### config.mk
export PLATFORM = sky130hd
export DESIGN_NAME = rgb_led_pulse_encoder
export DESIGN_NICKNAME = d
export VERILOG_FILES = /design/src/rtl/core/lpe_pkg.sv /design/src/rtl/core/rgb_led_pulse_encoder.sv /design/src/rtl/core/lpe_cfg_regs.sv /design/src/rtl/core/lpe_front.sv /design/src/rtl/core/lpe_back.sv
export SDC_FILE = /design/constraint.sdc
export NUM_CORES = 1
export LEC_CHECK = 0
export BUFFER_PORTS_ARGS = -buffer_cell sky130_fd_sc_hd__buf_4
export CELL_PAD_IN_SITES_DETAIL_PLACEMENT = 1
export CELL_PAD_IN_SITES_GLOBAL_PLACEMENT = 2
export CORE_MARGIN = 2
export CORE_UTILIZATION = 40
export DETAILED_ROUTE_END_ITERATION = 8
export PLACE_DENSITY = 0.93
export SYNTH_ARGS = -nofsm -noshare
export SYNTH_HDL_FRONTEND = slang
export SYNTH_SLANG_ARGS = --single-unit
### constraint.sdc
create_clock -name clk -period 6.59 [get_ports clk]
set_input_delay 0.3295 -clock clk [delete_from_list [all_inputs] [get_ports clk]]
set_output_delay 0.3295 -clock clk [all_outputs]
set_load 0.02 [all_outputs]
### src/rtl/core/lpe_pkg.sv
// Package for the RGB LED pulse encoder: pixel and timing types, register
// indexes and small helper functions.
// Used by every module of the encoder; depends on nothing else.
package lpe_pkg;

  // Pixel layout and sequencing constants.
  localparam int BITS_PER_PIXEL = 24;
  localparam int BIT_CNT_W      = $clog2(BITS_PER_PIXEL);

  // Configuration port geometry.
  localparam int CFG_INDEX_W = 3;
  localparam int CFG_DATA_W  = 16;
  localparam int DUR_W       = 16;
  localparam int SHORT_W     = 8;

  // Default depth of the pixel queue between front and back.
  localparam int PIXEL_QUEUE_DEPTH = 2;

  // Register indexes.
  localparam logic [CFG_INDEX_W-1:0] REG_ZERO_HIGH = CFG_INDEX_W'(0);
  localparam logic [CFG_INDEX_W-1:0] REG_ZERO_LOW  = CFG_INDEX_W'(1);
  localparam logic [CFG_INDEX_W-1:0] REG_ONE_HIGH  = CFG_INDEX_W'(2);
  localparam logic [CFG_INDEX_W-1:0] REG_ONE_LOW   = CFG_INDEX_W'(3);
  localparam logic [CFG_INDEX_W-1:0] REG_LATCH     = CFG_INDEX_W'(4);

  // Register reset values.
  localparam logic [SHORT_W-1:0] RST_ZERO_HIGH = SHORT_W'(6);
  localparam logic [SHORT_W-1:0] RST_ZERO_LOW  = SHORT_W'(13);
  localparam logic [SHORT_W-1:0] RST_ONE_HIGH  = SHORT_W'(12);
  localparam logic [SHORT_W-1:0] RST_ONE_LOW   = SHORT_W'(7);
  localparam logic [DUR_W-1:0]   RST_LATCH     = DUR_W'(960);

  // One pixel as it travels from the front to the back.
  typedef struct packed {
    logic [7:0] green;
    logic [7:0] red;
    logic [7:0] blue;
    logic       last_pixel;
  } pixel_t;

  // Current segment timing, with every value already forced to at least one.
  typedef struct packed {
    logic [SHORT_W-1:0] zero_high;
    logic [SHORT_W-1:0] zero_low;
    logic [SHORT_W-1:0] one_high;
    logic [SHORT_W-1:0] one_low;
    logic [DUR_W-1:0]   latch;
  } timing_t;

  // A duration of zero is taken as one.
  function automatic logic [SHORT_W-1:0] min_one_short(input logic [SHORT_W-1:0] v);
    return (v == '0) ? SHORT_W'(1) : v;
  endfunction

  function automatic logic [DUR_W-1:0] min_one_long(input logic [DUR_W-1:0] v);
    return (v == '0) ? DUR_W'(1) : v;
  endfunction

endpackage

### src/rtl/core/rgb_led_pulse_encoder.sv
// RGB LED pulse encoder. Each pixel pushed in (green, red, blue, last_pixel)
// comes out as 48 timed line segments, a high and a low for every bit in GRB
// order, MSB first, plus one low latch segment when last_pixel is set. The
// segment sequencer produces one segment per clock while the result side
// takes them, and back-to-back pixels leave no gap between their segments.
// From an idle block a pushed pixel passes the queue, the sequencer state and
// the output register before its first segment shows on the result ports. A pixel queue of
// QUEUE_DEPTH entries lets pushes go on while earlier pixels are still being
// sent. Timing registers hold cycle counts; a count written as zero acts as one.
// Depends on lpe_pkg, lpe_cfg_regs, lpe_front and lpe_back.
module rgb_led_pulse_encoder
  import lpe_pkg::*;
#(
  parameter int QUEUE_DEPTH = PIXEL_QUEUE_DEPTH
) (
  input  logic                   clk,
  input  logic                   rst,
  input  logic                   cfg_we,
  input  logic [CFG_INDEX_W-1:0] cfg_index,
  input  logic [CFG_DATA_W-1:0]  cfg_wdata,
  input  logic                   push,
  output logic                   full,
  input  logic [7:0]             green,
  input  logic [7:0]             red,
  input  logic [7:0]             blue,
  input  logic                   last_pixel,
  output logic                   empty,
  input  logic                   pop,
  output logic                   line_level,
  output logic [DUR_W-1:0]       duration,
  output logic                   last_segment
);

  timing_t timing;
  pixel_t  pix_in;
  pixel_t  pix_q;
  logic    pix_valid;
  logic    pix_take;
  logic    out_valid;

  assign pix_in = '{green: green, red: red, blue: blue, last_pixel: last_pixel};
  assign empty  = !out_valid;

  // Timing registers.
  lpe_cfg_regs u_cfg (
    .clk       (clk),
    .rst       (rst),
    .cfg_we    (cfg_we),
    .cfg_index (cfg_index),
    .cfg_wdata (cfg_wdata),
    .timing    (timing)
  );

  // Pixel intake and queue.
  lpe_front #(
    .DEPTH (QUEUE_DEPTH)
  ) u_front (
    .clk       (clk),
    .rst       (rst),
    .push      (push),
    .full      (full),
    .pix_in    (pix_in),
    .pix_valid (pix_valid),
    .pix_out   (pix_q),
    .pix_take  (pix_take)
  );

  // Segment sequencer and output register.
  lpe_back u_back (
    .clk          (clk),
    .rst          (rst),
    .timing       (timing),
    .pix_valid    (pix_valid),
    .pix          (pix_q),
    .pix_take     (pix_take),
    .pop          (pop),
    .out_valid    (out_valid),
    .line_level   (line_level),
    .duration     (duration),
    .last_segment (last_segment)
  );

endmodule

### src/rtl/core/lpe_cfg_regs.sv
// Timing register file of the RGB LED pulse encoder.
// Depends on lpe_pkg for the register indexes, reset values and timing_t.
module lpe_cfg_regs
  import lpe_pkg::*;
(
  input  logic                   clk,
  input  logic                   rst,
  input  logic                   cfg_we,
  input  logic [CFG_INDEX_W-1:0] cfg_index,
  input  logic [CFG_DATA_W-1:0]  cfg_wdata,
  output timing_t                timing
);

  // Writes store the value with zero clamped to one; unknown indexes are dropped.
  always_ff @(posedge clk) begin
    if (rst) begin
      timing.zero_high <= RST_ZERO_HIGH;
      timing.zero_low  <= RST_ZERO_LOW;
      timing.one_high  <= RST_ONE_HIGH;
      timing.one_low   <= RST_ONE_LOW;
      timing.latch     <= RST_LATCH;
    end else if (cfg_we) begin
      case (cfg_index)
        REG_ZERO_HIGH: timing.zero_high <= min_one_short(cfg_wdata[SHORT_W-1:0]);
        REG_ZERO_LOW:  timing.zero_low  <= min_one_short(cfg_wdata[SHORT_W-1:0]);
        REG_ONE_HIGH:  timing.one_high  <= min_one_short(cfg_wdata[SHORT_W-1:0]);
        REG_ONE_LOW:   timing.one_low   <= min_one_short(cfg_wdata[SHORT_W-1:0]);
        REG_LATCH:     timing.latch     <= min_one_long(cfg_wdata[DUR_W-1:0]);
        default: begin
        end
      endcase
    end
  end

endmodule

### src/rtl/core/lpe_front.sv
// Front of the RGB LED pulse encoder: takes pixels in and holds them in a
// short queue until the segment sequencer asks for the next one.
// Depends on lpe_pkg for pixel_t.
module lpe_front
  import lpe_pkg::*;
#(
  parameter int DEPTH = PIXEL_QUEUE_DEPTH
) (
  input  logic       clk,
  input  logic       rst,
  input  logic       push,
  output logic       full,
  input  pixel_t     pix_in,
  output logic       pix_valid,
  output pixel_t     pix_out,
  input  logic       pix_take
);

  localparam int PTR_W = (DEPTH > 1) ? $clog2(DEPTH) : 1;
  localparam int CNT_W = $clog2(DEPTH + 1);

  pixel_t             slots [DEPTH];
  logic [PTR_W-1:0]   wr_ptr;
  logic [PTR_W-1:0]   rd_ptr;
  logic [CNT_W-1:0]   count;
  logic               do_push;
  logic               do_pop;

  assign full      = (count == CNT_W'(DEPTH));
  assign pix_valid = (count != '0);
  assign pix_out   = slots[rd_ptr];
  assign do_push   = push && !full;
  assign do_pop    = pix_take && pix_valid;

  // Pixel storage needs no reset.
  always_ff @(posedge clk) begin
    if (do_push) begin
      slots[wr_ptr] <= pix_in;
    end
  end

  // Queue pointers and fill count.
  always_ff @(posedge clk) begin
    if (rst) begin
      wr_ptr <= '0;
      rd_ptr <= '0;
      count  <= '0;
    end else begin
      if (do_push) begin
        wr_ptr <= (wr_ptr == PTR_W'(DEPTH - 1)) ? '0 : wr_ptr + 1'b1;
      end
      if (do_pop) begin
        rd_ptr <= (rd_ptr == PTR_W'(DEPTH - 1)) ? '0 : rd_ptr + 1'b1;
      end
      if (do_push && !do_pop) begin
        count <= count + 1'b1;
      end else if (do_pop && !do_push) begin
        count <= count - 1'b1;
      end
    end
  end

endmodule

### src/rtl/core/lpe_back.sv
// Back of the RGB LED pulse encoder: walks the 24 pixel bits, MSB first, and
// produces one line segment per cycle into an output register while it can advance.
// Depends on lpe_pkg for pixel_t, timing_t and the sequencing constants.
module lpe_back
  import lpe_pkg::*;
(
  input  logic             clk,
  input  logic             rst,
  input  timing_t          timing,
  input  logic             pix_valid,
  input  pixel_t           pix,
  output logic             pix_take,
  input  logic             pop,
  output logic             out_valid,
  output logic             line_level,
  output logic [DUR_W-1:0] duration,
  output logic             last_segment
);

  typedef enum logic [3:0] {
    S_IDLE  = 4'b0001,
    S_HIGH  = 4'b0010,
    S_LOW   = 4'b0100,
    S_LATCH = 4'b1000
  } seq_state_t;

  seq_state_t                state;
  seq_state_t                state_next;
  logic [BITS_PER_PIXEL-1:0] word;
  logic [BITS_PER_PIXEL-1:0] word_next;
  logic [BIT_CNT_W-1:0]      bit_cnt;
  logic [BIT_CNT_W-1:0]      bit_cnt_next;
  logic                      latch;
  logic                      latch_next;

  logic                      advance;
  logic                      seg_valid;
  logic                      emit;
  logic                      cur_bit;
  logic                      finishing;
  logic                      seg_level;
  logic [DUR_W-1:0]          seg_dur;
  logic                      seg_last;

  // The output register moves when it is empty or its segment is taken.
  assign advance   = !out_valid || pop;
  assign seg_valid = (state != S_IDLE);
  assign emit      = seg_valid && advance;
  assign cur_bit   = word[BITS_PER_PIXEL-1];

  // The pixel's final segment frees the sequencer for the next pixel at once.
  assign finishing = emit && (((state == S_LOW) && (bit_cnt == '0) && !latch) ||
                              (state == S_LATCH));
  assign pix_take  = pix_valid && ((state == S_IDLE) || finishing);

  // Segment that the current state describes.
  always_comb begin
    seg_level = 1'b0;
    seg_dur   = DUR_W'(1);
    seg_last  = 1'b0;
    case (state)
      S_HIGH: begin
        seg_level = 1'b1;
        seg_dur   = DUR_W'(cur_bit ? timing.one_high : timing.zero_high);
      end
      S_LOW: begin
        seg_dur   = DUR_W'(cur_bit ? timing.one_low : timing.zero_low);
        seg_last  = (bit_cnt == '0) && !latch;
      end
      S_LATCH: begin
        seg_dur   = timing.latch;
        seg_last  = 1'b1;
      end
      default: begin
      end
    endcase
  end

  // Sequencer next state.
  always_comb begin
    state_next   = state;
    word_next    = word;
    bit_cnt_next = bit_cnt;
    latch_next   = latch;
    case (state)
      S_IDLE: begin
      end
      S_HIGH: begin
        if (emit) begin
          state_next = S_LOW;
        end
      end
      S_LOW: begin
        if (emit) begin
          if (bit_cnt != '0) begin
            bit_cnt_next = bit_cnt - 1'b1;
            word_next    = {word[BITS_PER_PIXEL-2:0], 1'b0};
            state_next   = S_HIGH;
          end else if (latch) begin
            state_next = S_LATCH;
          end else begin
            state_next = S_IDLE;
          end
        end
      end
      S_LATCH: begin
        if (emit) begin
          state_next = S_IDLE;
        end
      end
      default: begin
        state_next = S_IDLE;
      end
    endcase
    // A pixel taken from the queue starts with the high half of its first bit.
    if (pix_take) begin
      state_next   = S_HIGH;
      word_next    = {pix.green, pix.red, pix.blue};
      bit_cnt_next = BIT_CNT_W'(BITS_PER_PIXEL - 1);
      latch_next   = pix.last_pixel;
    end
  end

  // Sequencer registers.
  always_ff @(posedge clk) begin
    if (rst) begin
      state <= S_IDLE;
    end else begin
      state <= state_next;
    end
  end

  always_ff @(posedge clk) begin
    word    <= word_next;
    bit_cnt <= bit_cnt_next;
    latch   <= latch_next;
  end

  // Output register.
  always_ff @(posedge clk) begin
    if (rst) begin
      out_valid <= 1'b0;
    end else if (advance) begin
      out_valid <= seg_valid;
    end
  end

  always_ff @(posedge clk) begin
    if (emit) begin
      line_level   <= seg_level;
      duration     <= seg_dur;
      last_segment <= seg_last;
    end
  end

endmodule

; After elaboration in Yosys (flattened, before gate mapping)
; Memories as Yosys holds them, arrays and structs flattened. A register that Yosys moved wholly into a read port is not among the register bits.
; Index checks and enable logic that the tools add are counted.
[op_classes]
add_sub_neg = 5
n_eq_ne = 17
muxes = 26
n_bitwise = 1
n_reduce_logical = 38
[op_table]
columns = operator, n
row1 = 24-bit two-way mux, 4
row2 = 16-bit case mux with 3 select lines, 1
row3 = 8-bit two-way mux, 3
row4 = 4-bit two-way mux, 5
row5 = 16-bit zero test, 1
row6 = 16-bit two-way mux, 1
row7 = 4-bit case mux with 4 select lines, 1
row8 = 1-bit logical AND, 10
row9 = 2-bit AND reduction, 5
row10 = 2-bit nonzero test, 5
row11 = "3-bit by 2-bit != test with 1-bit output, second input constant", 3
row12 = 8-bit zero test, 1
row13 = 4-bit AND reduction, 2
row14 = 1-bit two-way mux, 7
row15 = "3-bit by 2-bit equality test with 1-bit output, second input constant", 2
row16 = 2-bit two-way mux, 3
row17 = "2-bit by 1-bit != test with 1-bit output, second input constant", 3
row18 = 3-bit AND reduction, 2
row19 = 1-bit zero test, 5
row20 = 5-bit zero test, 1
row21 = 5-bit nonzero test, 1
row22 = "5-bit by 1-bit subtractor with 5-bit output, second input constant", 1
row23 = "4-bit by 1-bit equality test with 1-bit output, second input constant", 1
row24 = "4-bit by 2-bit equality test with 1-bit output, second input constant", 1
row25 = 15 further kinds, 18
[word_totals]
reg_bits = 105
ramBits = 50
in_bits = 49
out_inout_bits = 20
wordCells = 105
n_memories = 1
[mem_list]
columns = memory, words, width, rd, rd_clocked_by_memory_dff, wr, line
row1 = u_front.slots, 2, 25, 1, 1, 1, lpe_front.sv:22  ; pixel_t slots [DEPTH];

; Longest topological paths before layout
[logic_depth]
word_depth = 11
depth_mapped = 11

; Cells and area by module
; From an unflattened synthesis, not the netlist that was laid out.
[unflattened]
hier_cells = 492
hier_area_um2 = 6451.2
[modules_own_cells]
columns = module, instances, cells_each, area_each_um2
row1 = lpe_back, 1, 184, 2527.4
row2 = lpe_front, 1, 103, 2020.7
row3 = lpe_cfg_regs, 1, 204, 1899.3
row4 = rgb_led_pulse_encoder, 1, 1, 3.8

; Worst setup path after synthesis
; No wires, ideal clock.
[synth_timing]
kind = reg-to-reg
from = reg u_back.bit_cnt[0]
to = reg u_back.word[0], enable pin
setup_ps = 381
arrival_ps = 2358
slack_ps = 3851
path_stages_with_launch = 9
n_path_buf = 2
synth_period_minus_slack_ps = 2739
path_cell_list = dfxtp_1 inv_1 ha_1 or4b_2 nor2_1 a211oi_1 clkbuf_1 buf_1 nand2_1
[synth_via]
elab_chain_len = 9
elab_cells_between_ends = 12
classes_between = reduce/logical: 12
[synth_lines]
columns = item, line
row1 = from (decl), lpe_back.sv:31  ; logic [BIT_CNT_W-1:0] bit_cnt;
row2 = from (signal assigned), lpe_back.sv:135  ; bit_cnt <= bit_cnt_next;
row3 = 5-bit zero test, lpe_back.sv:52  ; assign finishing = emit && (((state == S_LOW) && (bit_cnt == '0) && !latch) ||
row4 = 1-bit logical AND (2 in series), lpe_back.sv:52
row5 = 1-bit logical OR, lpe_back.sv:52
row6 = 1-bit logical AND, lpe_back.sv:52
row7 = 1-bit logical OR, lpe_back.sv:54  ; assign pix_take = pix_valid && ((state == S_IDLE) || finishing);
row8 = 1-bit logical AND, lpe_back.sv:54
row9 = 2-bit nonzero test (no source line), --
row10 = 3-bit AND reduction (no source line) *, --
row11 = to (signal assigned), lpe_back.sv:134  ; word <= word_next;
row12 = to (decl), lpe_back.sv:29  ; logic [BITS_PER_PIXEL-1:0] word;
; Every way passes the cells marked *; elsewhere a longest branch is shown, timed or not.
; A chain may end at the register's enable or synchronous reset.

; Worst setup path after layout
[layout_timing]
from = reg u_back.state[2]
to = reg u_back.word[3], enable pin
[layout_via]
elab_chain_len = 9
elab_cells_between_ends = 15
classes_between = eq/ne: 4 / reduce/logical: 11
[layout_lines]
columns = item, line
row1 = from (decl), lpe_back.sv:27  ; seq_state_t state;
row2 = from (signal assigned), lpe_back.sv:129  ; state <= state_next;
row3 = 4-bit by 3-bit equality test with 1-bit output, "lpe_back.sv:52, lpe_back.sv:85"
row4 = 1-bit logical AND (2 in series), lpe_back.sv:52
row5 = 1-bit logical OR, lpe_back.sv:52
row6 = 1-bit logical AND, lpe_back.sv:52
row7 = 1-bit logical OR, lpe_back.sv:54
row8 = 1-bit logical AND, lpe_back.sv:54
row9 = 2-bit nonzero test (no source line), --
row10 = 3-bit AND reduction (no source line) *, --
; Marks and branches as above.

==> metrics.yaml <==
synthesis.nets: 583
drv_cap: 0
timing.rr.end: "u_back.word[3]"
yosys.area_share.adder_pct: 0.605
synth_edf_count: 93
wl_met1_mm: 5.81
hpwl_mm: 8.99
crit_required_ps: 6640
synth.area.mux_share_pct: 7.44
finalHoldViolCount: 0
cts_root_buf: "clkbuf_16"
period_share_pct: 49.1
ff2ff_setup_slack_ps: 3350
start_util_pct: 40.8
die_w_um: 129
critPathKind: "flop to flop"
seq_area_um2: 4050
cts_tree: "built"
antenna_found_initial: 0
grt_max_degree: 59
drive_above_1_share_pct: 18.8
synth_compound_area_share_pct: 7.34
route.detailed.wl_per_inst_um: 17.6
nFillCells: 1591
crit_path_max_fanout: 57
startpoint_type: "flop"
cts_buffers: 17
rr_worst_depth: 5
r2r_start: "u_back.state[2]"
final_area_um2: 7430
cts_buffer_depth: 2
max_slew_margin_pct: 18.2
fp.dieH_um: 129
insertion_delay_ps: 430
drt_iter0_markers: 178
syn-cell-area_um2: 6210
ctsHtreeMaxLevel: 4
grt_pass1_wl_mm: 22.5
grt_pass1_vias: 4485
finalMaxSlewViolations: 0
fin_nets: 644
synth_top_family_by_area: "simple AND/OR/NAND/NOR gates"
ys_seq_elements: 156
syn_area_per_cell_um2: 11.7
endpoint_kind: "flop"
place_area_um2: 6880
drc: 0
leakage_nw: 2.77
synthTopCellsByCount: "nand2_1, edfxtp_1, dfxtp_1"
cts_hold_buf: 0
dr_wl_met3_um: 532
ir_drop_mv: 0.228
cts_sinks: 156
yosysMostFrequentCell: "nand2_1"
synth_area_leaders: "edfxtp_1, dfxtp_1, mux2i_1"
worst_ep_arrival_time_ps: 3280
holdPathEnd: "u_front.slots[1][10]"
design.core.area_um2: 15200
grt_use_total_pct: 17.9
synth-simple-area-share_pct: 15.4
min_path_type: "input pin to flop"
tightest_slew_ps: 1220
min_from: "red[1]"
netlist.area_leader.share_pct: 45.0
postCtsSetupRepairBufs: 0
pwr_density_cell_nw_per_um2: 404
dr.max_layer_used: "met4"
gp_congestion: 0.738
finalWirelength_mm: 14.0
setup_viol: 0
yosys_warnings: 0
p_total_mw: 3.00
status: "finished, final reports clean"
synth_xor_xnor_area_share_pct: 1.27
gr-total-overflow: 0
fmax_mhz: 309
dr_total_vias: 4180
clk_pin_slew_ps: 60
multiInputGateArea_um2: 2010
hold_path_depth: 1
area_growth_pct: 19.7
syn_inst: 531
io_buffers: 68
synthFlopType: "edfxtp_1"
async_flop_share_pct: 0
synth.largest_area_cell: "edfxtp_1"
routed_via_density: 5.27
io_pins: 69
timing.setup.tns_ps: 0
num_antenna_cells: 0
yosysSeqAreaShare_pct: 65.3
die-area_um2: 16500
rsz0062_at_grt: "false"
whs_ps: 82.0
period_needed_ps: 3240
final_antenna_net_count: 0
yosysUniqueCellTypes: 42
drtPass1Iterations: 4
rows: 45
finClkSkew_ps: 11.5
dr_wl_met2_mm: 7.41
ctsResizeCount: 0
[worst max-delay path: stages, from the launching register on]
cell and delay (ps):
dfxtp_1 470, or4b_1 770, nor3_1 380, a211oi_4 100, buf_4 300, nand2_1 810
[state kept, by name, summed over array words and instances, names as in the netlist, 2 cells and up, named ones only]
name	flops
u_back.state	4
u_back.duration	16
u_front.slots	50
u_cfg.timing	48
u_back.word	24
u_front.count	2
u_back.bit_cnt	5
[stage by stage]
step           utilization [%]  std cells  setup WS (ps)
2_1_floorplan                -        531           3850
3_3_place_gp              45.3        761           3430
3_5_place_dp              45.3        761           3320
4_1_cts                   48.9        793           3280
5_1_grt                   48.9        793           3150
6_report                  48.9        793           3350
[routing by layer]
layer / global-route usage [%] / vias to the layer above
met1: 20.1 / 2059
met3: 4.53 / 18
met2: 33.0 / 95
met5: 0 / -
li1: - / 2008
met4: 6.39 / 0
[worst max-delay path by stage]
| stage | start | endpoint | slack (ps) | cells after the start |
|---|---|---|---|---|
| after detailed placement | u_back.state[1] | u_back.word[11] | 3320 | 5 |
| after floorplan | u_back.bit_cnt[0] | u_back.word[0] | 3850 | 8 |
| final | u_back.state[2] | u_back.word[3] | 3350 | 5 |
| after global routing | u_back.state[2] | u_back.word[3] | 3150 | 5 |
| after global placement | u_back.state[1] | u_back.word[11] | 3430 | 5 |
| after CTS | u_back.state[2] | u_back.word[4] | 3280 | 5 |
[cell usage in the layout (no fill, tap or decap), types with 2 or more instances in the layout]
cell type	count
a211o_1	4
a21oi_1	30
or3_1	3
mux2i_1	45
and3_1	3
nor2_2	2
a211oi_1	3
xnor2_1	5
buf_4	73
nor4b_1	3
inv_6	3
nor4_4	2
nand3b_1	10
or4b_2	3
nor2_1	27
nand2_1	114
nand3_1	2
clkinv_2	3
nand2b_1	3
and2_1	9
ha_1	3
clkbuf_16	17
or4_1	3
nor3_1	4
nor4_1	4
xor2_1	4
clkinvlp_4	5
o21ai_0	27
dfxtp_1	63
o221ai_1	7
nor2b_1	4
inv_1	9
edfxtp_1	93
[power by group]
part	total [mW]	leakage (nW)	internal [mW]	switching [mW]
Combinational	0.654	1.12	0.244	0.410
Sequential	1.43	1.39	1.32	0.102
Clock	0.919	0.257	0.519	0.401
Total	3.00	2.77	2.09	0.913
[cell families after synthesis]
group,after synthesis
compound gates,78
fa+ha+maj,3
flops,156
xor+xnor,9
buf+inv,40
mux,46
simple gates,199
[layout make-up]
class                   instances  area share (%)
clock buffers                  18            5.78
multi-input cells             335            27.0
repair buffers                 73            7.38
well taps                     188            3.17
flip-flops and latches        156            54.6
inverters                       9           0.455
clock inverters                14            1.63
(Power assumes the default switching activity.)
